$ cat src/rtl/cla_pkg.sv
// Package for the command line assembler: constants, command and result
// transaction types, and the back-end state encoding. No dependencies.
package cla_pkg;

  localparam int LineCapacity = 64;
  localparam int QueueDepth   = 4;
  localparam int ResDepth     = 4;

  localparam logic [6:0] LimitMax  = 7'd64;
  localparam logic [7:0] CharCr    = 8'd13;
  localparam logic [7:0] CharLf    = 8'd10;
  localparam logic [7:0] PrintLo   = 8'd32;
  localparam logic [7:0] PrintHi   = 8'd126;

  typedef enum logic [1:0] {
    OP_PRINT = 2'd0,
    OP_EOL   = 2'd1,
    OP_READ  = 2'd2
  } op_e;

  typedef enum logic [1:0] {
    ST_IDLE = 2'b01,
    ST_READ = 2'b10
  } state_e;

  typedef struct packed {
    op_e        op;
    logic [6:0] ch;
    logic [6:0] limit;
  } cmd_t;

  typedef struct packed {
    logic [6:0] char_out;
    logic [5:0] char_index;
    logic       char_valid;
    logic [5:0] line_length;
    logic       last;
  } res_t;

endpackage

$ cat src/rtl/command_line_assembler_unit.sv
// Top level of the command line assembler: front part, back part and the
// result queue. Uses cla_pkg, cla_front, cla_back and cla_fifo.
//
//   Channel   Handshake          Payload
//   input     push / full        command_i, data_byte_i, read_limit_i
//   result    empty / pop        char_out_o, char_index_o, char_valid_o,
//                                line_length_o, last_o
//
// Ignored bytes never leave the front part. A read gives its characters
// one at a time through the single read port of the line RAM, held while
// the result queue has no room, and a single result when empty.
// The command queue takes up to QueueDepth transactions while a read drains.
// Reset clears counts and queues only; the line RAM needs no clearing pass.
// A stalled result queue holds the back part, which then holds the front.
module command_line_assembler_unit #(
  parameter int LineCapacity = cla_pkg::LineCapacity,
  parameter int QueueDepth   = cla_pkg::QueueDepth,
  parameter int ResDepth     = cla_pkg::ResDepth
) (
  input  logic       clk_i,
  input  logic       rst_ni,
  input  logic       push,
  output logic       full,
  input  logic       command_i,
  input  logic [7:0] data_byte_i,
  input  logic [6:0] read_limit_i,
  output logic       empty,
  input  logic       pop,
  output logic [6:0] char_out_o,
  output logic [5:0] char_index_o,
  output logic       char_valid_o,
  output logic [5:0] line_length_o,
  output logic       last_o
);
  import cla_pkg::*;

  cmd_t cmd;
  logic cmd_valid, cmd_pop;
  res_t res_in, res_out;
  logic res_push, res_full;
  logic [$clog2(ResDepth+1)-1:0] res_count;

  cla_front #(
    .QueueDepth(QueueDepth)
  ) u_front (
    .clk_i       (clk_i),
    .rst_ni      (rst_ni),
    .push        (push),
    .full        (full),
    .command_i   (command_i),
    .data_byte_i (data_byte_i),
    .read_limit_i(read_limit_i),
    .cmd_pop_i   (cmd_pop),
    .cmd_valid_o (cmd_valid),
    .cmd_o       (cmd)
  );

  cla_back #(
    .LineCapacity(LineCapacity),
    .ResDepth    (ResDepth)
  ) u_back (
    .clk_i      (clk_i),
    .rst_ni     (rst_ni),
    .cmd_valid_i(cmd_valid),
    .cmd_i      (cmd),
    .cmd_pop_o  (cmd_pop),
    .res_count_i(res_count),
    .res_push_o (res_push),
    .res_o      (res_in)
  );

  cla_fifo #(
    .Width($bits(res_t)),
    .Depth(ResDepth)
  ) u_res_queue (
    .clk_i  (clk_i),
    .rst_ni (rst_ni),
    .push_i (res_push),
    .wdata_i(res_in),
    .pop_i  (pop),
    .rdata_o(res_out),
    .full_o (res_full),
    .empty_o(empty),
    .count_o(res_count)
  );

  assign char_out_o    = res_out.char_out;
  assign char_index_o  = res_out.char_index;
  assign char_valid_o  = res_out.char_valid;
  assign line_length_o = res_out.line_length;
  assign last_o        = res_out.last;

  assert property (@(posedge clk_i) disable iff (!rst_ni)
    res_push |-> !res_full)
    else $error("Result transaction lost at a full result queue.");

endmodule

$ cat src/rtl/cla_ram.sv
// Generic single-write, single-read RAM with a registered read port.
// No dependencies.
module cla_ram #(
  parameter int Width = 8,
  parameter int Depth = 128
) (
  input  logic                     clk_i,
  input  logic                     we_i,
  input  logic [$clog2(Depth)-1:0] waddr_i,
  input  logic [Width-1:0]         wdata_i,
  input  logic [$clog2(Depth)-1:0] raddr_i,
  output logic [Width-1:0]         rdata_o
);

  logic [Width-1:0] mem_q [Depth];
  logic [Width-1:0] rdata_q;

  always_ff @(posedge clk_i) begin
    if (we_i) begin
      mem_q[waddr_i] <= wdata_i;
    end
    rdata_q <= mem_q[raddr_i];
  end

  assign rdata_o = rdata_q;

endmodule

$ cat src/rtl/cla_fifo.sv
// Small register-based first-in first-out queue used between the front and
// back parts and for the result queue. No dependencies.
module cla_fifo #(
  parameter int Width = 8,
  parameter int Depth = 4
) (
  input  logic                       clk_i,
  input  logic                       rst_ni,
  input  logic                       push_i,
  input  logic [Width-1:0]           wdata_i,
  input  logic                       pop_i,
  output logic [Width-1:0]           rdata_o,
  output logic                       full_o,
  output logic                       empty_o,
  output logic [$clog2(Depth+1)-1:0] count_o
);

  localparam int PtrW = (Depth > 1) ? $clog2(Depth) : 1;
  localparam int CntW = $clog2(Depth + 1);

  logic [Width-1:0] data_q [Depth];
  logic [PtrW-1:0]  wptr_q, wptr_d, rptr_q, rptr_d;
  logic [CntW-1:0]  count_q, count_d;
  logic             do_push, do_pop;

  assign full_o  = (count_q == CntW'(Depth));
  assign empty_o = (count_q == '0);
  assign count_o = count_q;
  assign rdata_o = data_q[rptr_q];
  assign do_push = push_i && !full_o;
  assign do_pop  = pop_i && !empty_o;

  always_comb begin
    wptr_d  = wptr_q;
    rptr_d  = rptr_q;
    count_d = count_q;
    if (do_push) begin
      wptr_d = (wptr_q == PtrW'(Depth - 1)) ? '0 : wptr_q + PtrW'(1);
    end
    if (do_pop) begin
      rptr_d = (rptr_q == PtrW'(Depth - 1)) ? '0 : rptr_q + PtrW'(1);
    end
    if (do_push && !do_pop) begin
      count_d = count_q + CntW'(1);
    end else if (do_pop && !do_push) begin
      count_d = count_q - CntW'(1);
    end
  end

  always_ff @(posedge clk_i or negedge rst_ni) begin
    if (!rst_ni) begin
      wptr_q  <= '0;
      rptr_q  <= '0;
      count_q <= '0;
    end else begin
      wptr_q  <= wptr_d;
      rptr_q  <= rptr_d;
      count_q <= count_d;
    end
  end

  always_ff @(posedge clk_i) begin
    if (do_push) begin
      data_q[wptr_q] <= wdata_i;
    end
  end

endmodule

$ cat src/rtl/cla_front.sv
// Front part: accepts input transactions, classifies bytes, drops ignored
// ones and queues commands for the back part. Uses cla_pkg and cla_fifo.
module cla_front #(
  parameter int QueueDepth = cla_pkg::QueueDepth
) (
  input  logic          clk_i,
  input  logic          rst_ni,
  input  logic          push,
  output logic          full,
  input  logic          command_i,
  input  logic [7:0]    data_byte_i,
  input  logic [6:0]    read_limit_i,
  input  logic          cmd_pop_i,
  output logic          cmd_valid_o,
  output cla_pkg::cmd_t cmd_o
);
  import cla_pkg::*;

  cmd_t cmd;
  logic keep;
  logic cmd_empty;
  logic [$clog2(QueueDepth+1)-1:0] cmd_count;

  always_comb begin
    cmd.ch    = data_byte_i[6:0];
    cmd.limit = (read_limit_i > LimitMax) ? LimitMax : read_limit_i;
    cmd.op    = OP_READ;
    keep      = 1'b1;
    if (!command_i) begin
      if (data_byte_i == CharCr || data_byte_i == CharLf) begin
        cmd.op = OP_EOL;
      end else if (data_byte_i >= PrintLo && data_byte_i <= PrintHi) begin
        cmd.op = OP_PRINT;
      end else begin
        cmd.op = OP_PRINT;
        keep   = 1'b0;
      end
    end
  end

  cla_fifo #(
    .Width($bits(cmd_t)),
    .Depth(QueueDepth)
  ) u_cmd_queue (
    .clk_i  (clk_i),
    .rst_ni (rst_ni),
    .push_i (push && keep),
    .wdata_i(cmd),
    .pop_i  (cmd_pop_i),
    .rdata_o(cmd_o),
    .full_o (full),
    .empty_o(cmd_empty),
    .count_o(cmd_count)
  );

  assign cmd_valid_o = !cmd_empty;

  assert property (@(posedge clk_i) disable iff (!rst_ni)
    cmd_pop_i |-> cmd_count != '0)
    else $error("Command queue popped while empty.");

endmodule

$ cat src/rtl/cla_back.sv
// Back part: keeps the build and pending lines in one line RAM (two halves
// swapped on line end) and reads the pending line out. Uses cla_pkg, cla_ram.
module cla_back #(
  parameter int LineCapacity = cla_pkg::LineCapacity,
  parameter int ResDepth     = cla_pkg::ResDepth
) (
  input  logic                          clk_i,
  input  logic                          rst_ni,
  input  logic                          cmd_valid_i,
  input  cla_pkg::cmd_t                 cmd_i,
  output logic                          cmd_pop_o,
  input  logic [$clog2(ResDepth+1)-1:0] res_count_i,
  output logic                          res_push_o,
  output cla_pkg::res_t                 res_o
);
  import cla_pkg::*;

  localparam int CntW  = $clog2(LineCapacity);
  localparam int AddrW = CntW + 1;
  localparam int Depth = 2 ** AddrW;

  state_e          state_q, state_d;
  logic [CntW-1:0] build_count_q, build_count_d;
  logic [CntW-1:0] ready_count_q, ready_count_d;
  logic            build_sel_q, build_sel_d;
  logic [CntW-1:0] rd_idx_q, rd_idx_d, rd_len_q, rd_len_d;
  logic            pv_q, pv_d;
  logic            p_cv_q, p_cv_d, p_last_q, p_last_d;
  logic [CntW-1:0] p_idx_q, p_idx_d, p_len_q, p_len_d;
  logic            room;
  logic            we;
  logic [AddrW-1:0] waddr, raddr;
  logic [6:0]      rdata;
  logic [6:0]      lim, rc7, n7;

  assign room  = (int'(res_count_i) + int'(pv_q)) < ResDepth;
  assign lim   = cmd_i.limit;
  assign rc7   = 7'(ready_count_q);
  assign n7    = (rc7 >= lim) ? lim - 7'd1 : rc7;
  assign waddr = {build_sel_q, build_count_q};
  assign raddr = {~build_sel_q, rd_idx_q};

  always_comb begin
    state_d       = state_q;
    build_count_d = build_count_q;
    ready_count_d = ready_count_q;
    build_sel_d   = build_sel_q;
    rd_idx_d      = rd_idx_q;
    rd_len_d      = rd_len_q;
    pv_d          = 1'b0;
    p_cv_d        = 1'b0;
    p_last_d      = 1'b1;
    p_idx_d       = '0;
    p_len_d       = '0;
    we            = 1'b0;
    cmd_pop_o     = 1'b0;
    unique case (state_q)
      ST_IDLE: begin
        if (cmd_valid_i) begin
          unique case (cmd_i.op)
            OP_PRINT: begin
              cmd_pop_o = 1'b1;
              if (build_count_q < CntW'(LineCapacity - 1)) begin
                we            = 1'b1;
                build_count_d = build_count_q + CntW'(1);
              end
            end
            OP_EOL: begin
              cmd_pop_o = 1'b1;
              if (build_count_q != '0 && ready_count_q == '0) begin
                ready_count_d = build_count_q;
                build_sel_d   = ~build_sel_q;
              end
              build_count_d = '0;
            end
            OP_READ: begin
              if (room) begin
                cmd_pop_o = 1'b1;
                if (lim == '0 || ready_count_q == '0) begin
                  pv_d = 1'b1;
                end else begin
                  ready_count_d = '0;
                  if (n7 == '0) begin
                    pv_d = 1'b1;
                  end else begin
                    state_d  = ST_READ;
                    rd_idx_d = '0;
                    rd_len_d = n7[CntW-1:0];
                  end
                end
              end
            end
            default: begin
              cmd_pop_o = 1'b1;
            end
          endcase
        end
      end
      ST_READ: begin
        if (room) begin
          pv_d     = 1'b1;
          p_cv_d   = 1'b1;
          p_idx_d  = rd_idx_q;
          p_len_d  = rd_len_q;
          p_last_d = (rd_idx_q == rd_len_q - CntW'(1));
          rd_idx_d = rd_idx_q + CntW'(1);
          if (p_last_d) begin
            state_d = ST_IDLE;
          end
        end
      end
      default: begin
        state_d = ST_IDLE;
      end
    endcase
  end

  always_ff @(posedge clk_i or negedge rst_ni) begin
    if (!rst_ni) begin
      state_q       <= ST_IDLE;
      build_count_q <= '0;
      ready_count_q <= '0;
      build_sel_q   <= 1'b0;
      rd_idx_q      <= '0;
      rd_len_q      <= '0;
      pv_q          <= 1'b0;
    end else begin
      state_q       <= state_d;
      build_count_q <= build_count_d;
      ready_count_q <= ready_count_d;
      build_sel_q   <= build_sel_d;
      rd_idx_q      <= rd_idx_d;
      rd_len_q      <= rd_len_d;
      pv_q          <= pv_d;
    end
  end

  always_ff @(posedge clk_i) begin
    p_cv_q   <= p_cv_d;
    p_last_q <= p_last_d;
    p_idx_q  <= p_idx_d;
    p_len_q  <= p_len_d;
  end

  cla_ram #(
    .Width(7),
    .Depth(Depth)
  ) u_line_ram (
    .clk_i  (clk_i),
    .we_i   (we),
    .waddr_i(waddr),
    .wdata_i(cmd_i.ch),
    .raddr_i(raddr),
    .rdata_o(rdata)
  );

  assign res_push_o        = pv_q;
  assign res_o.char_out    = p_cv_q ? rdata : 7'd0;
  assign res_o.char_index  = 6'(p_idx_q);
  assign res_o.char_valid  = p_cv_q;
  assign res_o.line_length = 6'(p_len_q);
  assign res_o.last        = p_last_q;

  assert property (@(posedge clk_i) disable iff (!rst_ni)
    state_q == ST_READ |-> rd_idx_q < rd_len_q)
    else $error("Read-out index ran past the line length.");

  assert property (@(posedge clk_i) disable iff (!rst_ni)
    state_q == ST_READ |-> ready_count_q == '0)
    else $error("A line became pending during read-out.");

  assert property (@(posedge clk_i) disable iff (!rst_ni)
    pv_q |-> int'(res_count_i) < ResDepth)
    else $error("Result pushed into a full result queue.");

endmodule
$ cat config.mk
export PLATFORM = sky130hd
export DESIGN_NAME = command_line_assembler_unit
export DESIGN_NICKNAME = d
export VERILOG_FILES = /design/src/rtl/cla_pkg.sv /design/src/rtl/command_line_assembler_unit.sv /design/src/rtl/cla_ram.sv /design/src/rtl/cla_fifo.sv /design/src/rtl/cla_front.sv /design/src/rtl/cla_back.sv
export SDC_FILE = /design/constraint.sdc
export NUM_CORES = 1
export LEC_CHECK = 0
export ABC_AREA = 1
export BUFFER_PORTS_ARGS = -buffer_cell sky130_fd_sc_hd__buf_2
export CORE_MARGIN = 4
export CORE_UTILIZATION = 50
export DETAILED_ROUTE_END_ITERATION = 10
export PLACE_DENSITY = 0.75
export SYNTH_ARGS = -nofsm -noshare
export SYNTH_HDL_FRONTEND = slang
export SYNTH_SLANG_ARGS = --single-unit
$ cat constraint.sdc
create_clock -name clk_i -period 5.9 [get_ports clk_i]
set_input_delay 0.59 -clock clk_i [delete_from_list [all_inputs] [get_ports clk_i]]
set_output_delay 0.59 -clock clk_i [all_outputs]
set_load 0.005 [all_outputs]
=== Word-level counts from Yosys, hierarchy flattened ===
Memory sizes are Yosys's and may differ from the RTL's. A register that Yosys moved wholly into a read port is not among the register bits.
Cells that the tools add are included.

* $add $sub $neg: 13
* $lt $le $gt $ge: 6
* Equal/unequal tests: 24
* Multiplexer cells: 57
* Bitwise operators: 4
* Reduce and logical (&&, ||, !) cells: 40

{| class="wikitable"
|+ Operators with widths
! operator !! number
|-
| $mux 6 || 10
|-
| $pmux 6 s2 || 3
|-
| $lt 32x4->1 const B || 1
|-
| $mux 2 || 12
|-
| $mux 1 || 23
|-
| $mux 7 || 3
|-
| $eq 8x4->1 const B || 2
|-
| $logic_not 7->1 || 2
|-
| $reduce_and 7->1 || 2
|-
| $add 6x1->6 const B || 2
|-
| $eq 2x2->1 const B || 6
|-
| $mux 3 || 4
|-
| $ne 2x1->1 const B || 6
|-
| $reduce_and 6->1 || 2
|-
| $logic_and 1x1->1 || 11
|-
| $ne 2x2->1 const B || 5
|-
| $reduce_bool 2->1 || 5
|-
| $add 2x1->2 const B || 4
|-
| $ge 8x6->1 const B || 1
|-
| $le 8x7->1 const B || 1
|-
| $logic_not 1->1 || 8
|-
| $reduce_and 4->1 || 2
|-
| $ge 6x7->1 || 1
|-
| $gt 7x7->1 const B || 1
|-
| other kinds (18) || 27
|}

* Register bits: 56
* RAM bits: 1044
* Output and inout port bits: 23
* Memories kept: 3

{| class="wikitable"
|+ Memory list
! name !! words !! width !! rd ports !! clocked after memory_dff !! wr ports !! RTL line !! source
|-
| u_back.u_line_ram.mem_q || 128 || 7 || 1 || 1 || 1 || cla_ram.sv:15 || <nowiki>logic [Width-1:0] mem_q [Depth];</nowiki>
|-
| u_res_queue.data_q || 4 || 21 || 1 || 0 || 1 || cla_fifo.sv:21 || <nowiki>logic [Width-1:0] data_q [Depth];</nowiki>
|-
| u_front.u_cmd_queue.data_q || 4 || 16 || 1 || 0 || 1 || cla_fifo.sv:21 ||
|}

=== Longest topological paths before layout ===
Gate-level depths: netlist of the first run.

* Word-level depth: 11
* Mapped depth: 25
* Mapped depth without buffers: 23

=== Modules after synthesis ===
From an unflattened synthesis of the first run, not the netlist that was laid out.

* Cell total of the unflattened synthesis: 4097
* Area total of the unflattened synthesis: 47093.9 µm²

{| class="wikitable"
|+ By module, submodules not included
! module !! times used !! cells each !! area each (µm²) !! seq. area each (µm²)
|-
| cla_ram || 1 || 3152 || 37091.8 || 27045.9
|-
| cla_fifo at u_res_queue || 1 || 306 || 3965.1 || 2697.6
|-
| cla_fifo at u_front.u_cmd_queue || 1 || 247 || 3238.1 || 2097.0
|-
| cla_back || 1 || 348 || 2626.3 || 982.2
|-
| cla_front || 1 || 44 || 172.7 || 0.0
|}

=== Worst setup path before layout of the first run ===
Ideal clock, no wire load.

* Kind: reg2reg
* Start point: reg u_front.u_cmd_queue.rptr_q[0]
* End point: mem u_back.u_line_ram.mem_q[0][5], data pin
* Library setup time: 0.897 ns
* Arrival: 4.589 ns
* Required time: 5.003 ns
* Slack: 0.414 ns
* Stages on the path, launching flop included: 7
* Path buffers: 3
* Period minus slack after synthesis: 5.486 ns
* Path through: dfrtp_1 -> buf_6 -> inv_4 -> buf_2 -> clkbuf_1 -> o21ai_0 -> o22ai_1

{| class="wikitable"
|+ RTL lines
! what !! RTL line !! source
|-
| start, declared || cla_fifo.sv:22 || <nowiki>logic [PtrW-1:0] wptr_q, wptr_d, rptr_q, rptr_d;</nowiki>
|-
| start signal, assigned || cla_fifo.sv:57 || <nowiki>rptr_q <= rptr_d;</nowiki>
|-
| end, declared || cla_ram.sv:15 ||
|}

=== Worst setup path after layout of the first run ===
* Start point: reg u_front.u_cmd_queue.rptr_q[1]
* End point: mem u_back.u_line_ram.mem_q[62][0], enable pin

* Longest elaborated chain between the ends: 7

{| class="wikitable"
|+ RTL lines
! what !! RTL line !! source
|-
| $mem_v2 4x16 || n/a ||
|-
| $logic_not 2->1 || cla_back.sv:60 || <nowiki>unique case (cmd_i.op)</nowiki>
|-
| $mux 1 || cla_back.sv:60 ||
|-
| $mux 1 || cla_back.sv:59 || <nowiki>if (cmd_valid_i) begin</nowiki>
|-
| $mux 1 || cla_back.sv:57 || <nowiki>unique case (state_q)</nowiki>
|-
| $mux 1 || cla_ram.sv:19 || <nowiki>if (we_i) begin</nowiki>
|-
| $mux 1 (not written as such) || cla_ram.sv:20 || <nowiki>mem_q[waddr_i] <= wdata_i;</nowiki>
|}

Every way passes these cells.

==> run metrics, run 1 <==
Crit path largest cell delay just under 800 ps; clock sinks between 1000 and 1500; Clock Tree Root clkbuf_16; Net Sw Power between 7 and 8 mW; Crit path depth 8; Buffers & Inverters on Critical Path 2; GP Congestion 0.876; area of the multi-input gates roughly 11000 um^2; Die X-Extent about 300 um; slowest cell on the critical path nor2_1; slew at the pin closest to its max-slew limit between 1000 and 1500 ps; status completed; top-level I/O count 43; CTS tree built; Design Power about 23 mW; CP most frequent cell inv_2; PortBufs 42; TritonRoute pass-1 iters 8; internal power between 15 and 20 mW; Synth Instances approximately 3500; HP Class primary input to asynchronous set/reset pin; largest net degree at the start of global routing between 150 and 200; hold_buf cts 0; Final period util 0.611; Worst R2R Path Depth 8; antenna violations before repair 1; H-tree depth 3; Main synth FF type edfxtp_1; FF-to-FF setup slack 2290 ps; Startpoint Class flop; commonest non-fill, non-tap cell in the layout edfxtp_1; top post-synthesis cells by area edfxtp_1, o21ai_0, nor2_1; Starting Density 0.503; Relative slew margins 0.243; post_cts resized 0; drt drc 0; Synth top area share 0.705; Seq pwr share 0.457; via count 29001; syn_nets about 3500; FF+latch count, synth around 1100; first-pass GRT wire length roughly 170000 um; Finish-stage setup viols 0; EDFF count, synth roughly 1000; Core Box Area 88400 um^2; wire per inst approximately 23 um; fin nets between 3000 and 4000; Synth area leader edfxtp_1; Routed Antenna Nets 0; M3 GR Usage 0.0431; VDD IR max between 0.0005 and 0.0006 V; CTS Buffer Depth 3; skew final around 35 ps; Worst Path Arrival around 4000 ps; sequential area share after synthesis 0.738; layout cell share with drive strength beyond 1 0.0877; family with the most delay on the worst path simple AND/OR/NAND/NOR gates; Seq. cell area 32800 um^2; Layout area overhead 10.7%; Clk pwr share 0.291; final hold vios 0; via-per-instance ratio roughly 6.2; GRT met2 Usage 0.373; Synth warnings 0; Switching Fraction 0.332; GRT Total Usage 0.229; die height ~300 um; Netlist cell types between 50 and 60; initial DRC count a little over 4000; max cap viols 0; clock-pin slew on the worst setup and hold paths roughly 60 ps; DPL Wire Length 61400 um; Filler cells 6854; crit path max fanout 18; data required time of the worst path a little over 6000 ps; vias in the first global route 28025; Rows 109; met1 GRT Util 0.308; Slew Limit Fails 0; post-synthesis cell area between 40000 and 50000 um^2; Final TNS setup 0 ps; clk_lat worst skew a little under 700 ps; Post-synth ARST share 0.0379; crit path capture type flop; critical path type flop to flop; postcts setup bufs 0; most frequent cells in the layout edfxtp_1, nor2_1, o21ai_0; grt total ovfl 0; Finished Core Util 0.557; RSZ-0062 raised after global routing no; WL final 110000 um; CTS buffer count around 110; syn_area_per_cell approximately 13 um^2; r2r startpoint u_front.u_cmd_queue.rptr_q[1]; Max Freq approximately 0.28 GHz; crit path to u_back.u_line_ram.mem_q[62][0]; minimum clock period ~3600 ps; GRT busiest layer met2; cells along the critical path inv_2 -> a21oi_2 -> a32oi_4 -> inv_2 -> o211ai_4 -> nor2_8 -> nand4_4 -> nor2_1; Pwr Density around 470 nW/um^2; critical path startpoint u_front.u_cmd_queue.rptr_q[1]; combinational power share 0.252; final antenna diode count 0; total die area 93800 um^2; capturing point of the worst reg2reg path u_back.u_line_ram.mem_q[62][0]; leakage 16.0 nW
cells in the mapped netlist (all sizes together) (2+ instances only):
master and count:
a21oi 17, buf 45, clkbuf 176, clkinv 4, dfrtp 41, dfxtp 21
edfxtp 1044, fa 2, ha 26, inv 92, mux2 2, nand2 266
nand3 113, nand3b 2, nand4 61, nor2 694, nor3 10, o211ai 35
o21a 8, o21ai 533, o221ai 79, o22ai 171, o31ai 2, xnor2 8
xor2 10
logic make-up after synthesis:
logic type	Yosys count	share of synthesized area
buffers and inverters	317	0.0284
and+or+nand+nor	1149	0.110
xor gates and xnor gates	18	0.00354
DFF	1107	0.738
muxes	3	0.000731
AOI/OAI and AO/OA	853	0.112
adders and majority gates	28	0.00821
stage by stage:
stage	cell area (um^2)	setup slack (ps)	std cells	hold slack [ps]
finish	49200	2290	4698	71.0
global placement	45800	2440	4499	454
floorplan	44500	414	3475	294
CTS	49200	2300	4698	101
detailed placement	45800	2310	4499	466
global route	49200	2070	4698	148
worst register-to-register path: stages (launching register included):
cell	delay, ps
dfrtp_1	690
inv_2	310
a21oi_2	240
a32oi_4	100
inv_2	100
o211ai_4	90
nor2_8	270
nand4_4	660
nor2_1	780
state kept, by name, indices dropped and copies added, names as in the netlist, 3 cells and up:
name                         cells
u_res_queue.count_o              3
u_back.p_idx_q                   6
u_back.rd_len_q                  6
u_back.build_count_q             6
u_res_queue.data_q              84
u_front.u_cmd_queue.count_o      3
u_back.rd_idx_q                  6
u_front.u_cmd_queue.data_q      64
u_back.ready_count_q             6
u_back.u_line_ram.rdata_o        7
u_back.p_len_q                   6
u_back.u_line_ram.mem_q        896
metal layers:
metal | wire, um | part of all wire | vias to the layer above
met1 | 41600 | 0.38 | 14038
li1 | - | - | 12770
met3 | 11500 | 0.10 | 310
met5 | 17 | 0.00015 | -
met4 | 4260 | 0.039 | 2
met2 | 52600 | 0.48 | 1881
how the worst min path moves through the flow:
stage	slack [ps]	cells past startpoint	to	from
finish	70	1	u_front.u_cmd_queue.wptr_q[1]	rst_ni
global route	150	1	u_front.u_cmd_queue.data_q[3][6]	read_limit_i[6]
CTS	100	1	u_front.u_cmd_queue.wptr_q[1]	rst_ni
detailed placement	470	0	u_res_queue.data_q[2][9]	u_back.p_idx_q[1]
global placement	450	0	u_res_queue.data_q[2][10]	u_back.p_idx_q[2]
floorplan	290	0	u_back.build_count_q[0]	rst_ni
power by group through the flow:
stage	clock, mW	sequential [mW]	combinational (mW)
after floorplan	0	10.8	3.40
after global placement	0	10.7	5.70
after detailed placement	0	10.7	5.73
after CTS	6.75	10.5	5.76
after global routing	7.11	10.5	6.28
final	6.71	10.5	5.81
final cells by class:
cell class                 instances  share of cell area
clock buffer                     125              0.0566
clock inverter                    74              0.0134
inverter                          96             0.00765
multi-input combinational       2051               0.214
sequential                      1107               0.667
tap                             1165              0.0296
timing repair buffer              80              0.0123
No activity file was read; power rests on OpenSTA's default activity.
==> run 2: changes to the inputs <==
clock period = 3.8 ns   (was 5.9 ns; I/O delays follow)
==> run 2 against run 1 <==
Critical path depth unchanged. Non-clock buffer count increased by 164. Design area rose by 2.7%. Final cell count rose by 3.5%. Hold slack worse by 54 ps. Largest power group unchanged. Highest routed layer is now met4.
==> run metrics, run 2 (synthesis results as in run 1) <==
clock sinks ~1100; HP Class primary input to flop; crit path to u_back.u_line_ram.mem_q[50][6]; skew final 23.2 ps; clk_lat worst skew 670 ps; cells along the critical path ha_1 -> inv_1 -> nor2_1 -> o211ai_4 -> nor2_8 -> nand4_4 -> buf_4 -> nor2_1; Core Box Area roughly 88000 um^2; Clock Tree Root clkbuf_16; Rows approximately 110; Seq pwr share 0.454; drt drc 0; Switching Fraction 0.324; layout cell share with drive strength beyond 1 0.125; Filler cells 6788; register with the most flip-flops u_back.u_line_ram.mem_q; H-tree depth 3; largest net degree at the start of global routing between 150 and 200; final hold vios 0; CTS Buffer Depth 3; critical path startpoint u_back.state_q[0]; commonest non-fill, non-tap cell in the layout edfxtp_1; CP most frequent cell nor2_1; CTS tree built; minimum clock period approximately 3200 ps; via count slightly below 30000; DPL Wire Length between 60000 and 70000 um; post_cts resized 0; slew at the pin closest to its max-slew limit between 900 and 1000 ps; initial DRC count roughly 3700; Die X-Extent about 300 um; status completed; RSZ-0062 raised after global routing no; first-pass GRT wire length 165000 um; CTS buffer count between 100 and 150; critical path type flop to flop; most frequent cells in the layout edfxtp_1, nor2_1, o21ai_0; wire per inst approximately 22 um; slowest cell on the critical path nand4_4; leakage between 15 and 20 nW; crit path max fanout 15; Final period util 0.853; via-per-instance ratio around 6; Starting Density 0.503; die height slightly above 300 um; vias in the first global route about 28000; fin nets ~3700; Finish-stage setup viols 0; capturing point of the worst reg2reg path u_back.u_line_ram.mem_q[50][6]; Startpoint Class flop; antenna violations before repair 0; Crit path largest cell delay 590 ps; Max Freq just over 0.3 GHz; grt total ovfl 0; crit path capture type flop; internal power about 24 mW; FF-to-FF setup slack approximately 560 ps; Worst Path Arrival approximately 3500 ps; clock-pin slew on the worst setup and hold paths approximately 60 ps; Slew Limit Fails 0; Net Sw Power 11.6 mW; Clk pwr share 0.291; Layout area overhead 13.7%; top-level I/O count 43; total die area approximately 94000 um^2; Final TNS setup 0 ps; WL final ~110000 um; VDD IR max between 0.0005 and 0.0006 V; TritonRoute pass-1 iters 7; Relative slew margins 0.336; GP Congestion approximately 0.85; r2r startpoint u_back.state_q[0]; Routed Antenna Nets 0; data required time of the worst path just over 4000 ps; max cap viols 0; Worst R2R Path Depth 8; GRT Total Usage 0.226; hold_ws 17.5 ps; PortBufs between 40 and 50; max reg flops between 800 and 900; largest registers u_back.u_line_ram.mem_q (896), u_res_queue.data_q (84), u_front.u_cmd_queue.data_q (64); Pwr Density slightly above 700 nW/um^2; final antenna diode count 0; combinational power share 0.255
==> run 2: cell count changes in the layout (fill, tap and decap cells not counted), moves of 2 or more <==
cell | previous run | this run
clkinv_4 | 1 | 3
buf_4 | 29 | 175
inv_6 | 5 | 3
dlygate4sd3_1 | 0 | 9
clkbuf_8 | 2 | 6
buf_12 | 9 | 18
nor2_1 | 679 | 683
nor2_2 | 10 | 6
==> run 2: stage by stage <==
stage                util  instances  cell area [um^2]  total power, mW  worst slack [ps]
floorplan               -       3475             44500             21.9               235
global placement    0.533       4654             47100             25.2               665
detailed placement  0.533       4654             47100             25.4               634
CTS                 0.573       4861             50600             35.7               598
global route        0.573       4861             50600             37.1               485
finish              0.573       4861             50600             35.7               560
==> run 2: cell type report <==
cell class              count  area, um^2  area share
repair buffers            244        1970      0.0390
clock inverters            69         602      0.0119
flip-flops and latches   1107       32800       0.649
clock buffers             129        2840      0.0562
inverters                  96         377     0.00744
multi-input cells        2051       10500       0.208
well taps                1165        1460      0.0288
==> run 2: how the worst min path moves through the flow <==
stage                            from                                 to  slack, ps  cells past startpoint
finish                      command_i  u_front.u_cmd_queue.data_q[0][15]         20                      1
global route                command_i  u_front.u_cmd_queue.data_q[0][15]         20                      1
CTS                         command_i  u_front.u_cmd_queue.data_q[0][15]          3                      1
detailed placement  u_back.p_len_q[2]           u_res_queue.data_q[3][3]        460                      0
global placement    u_back.p_len_q[3]           u_res_queue.data_q[3][4]        450                      0
floorplan                      rst_ni            u_back.build_count_q[0]         80                      0
==> run 2: per-layer routing <==
metal	GRT usage	part of all wire	wire, um
met1	0.310	0.39	42300
met2	0.370	0.48	52500
met3	0.0420	0.095	10400
met4	0.0724	0.034	3660
met5	0	0	0
==> run 2: repair_timing <==
item                                   4_1_cts  5_1_grt
setup buffers                                0        0
endpoints found under the hold margin       73        0
hold buffers                                 9        0
==> run 2: power groups by stage <==
stage	logic (mW)	clock network [mW]	registers (mW)
after floorplan	5.32	0	16.6
after global placement	8.78	0	16.4
after detailed placement	9.01	0	16.4
after CTS	9.04	10.5	16.2
after global routing	9.86	11.0	16.2
final	9.10	10.4	16.2
==> run 2: critical path: cells and delay by family (launching register included) <==
family | cells | cell delay (ps)
fa+ha+maj | 1 | 170
flops | 1 | 540
buf+inv | 2 | 410
simple gates | 4 | 1580
compound gates | 1 | 160
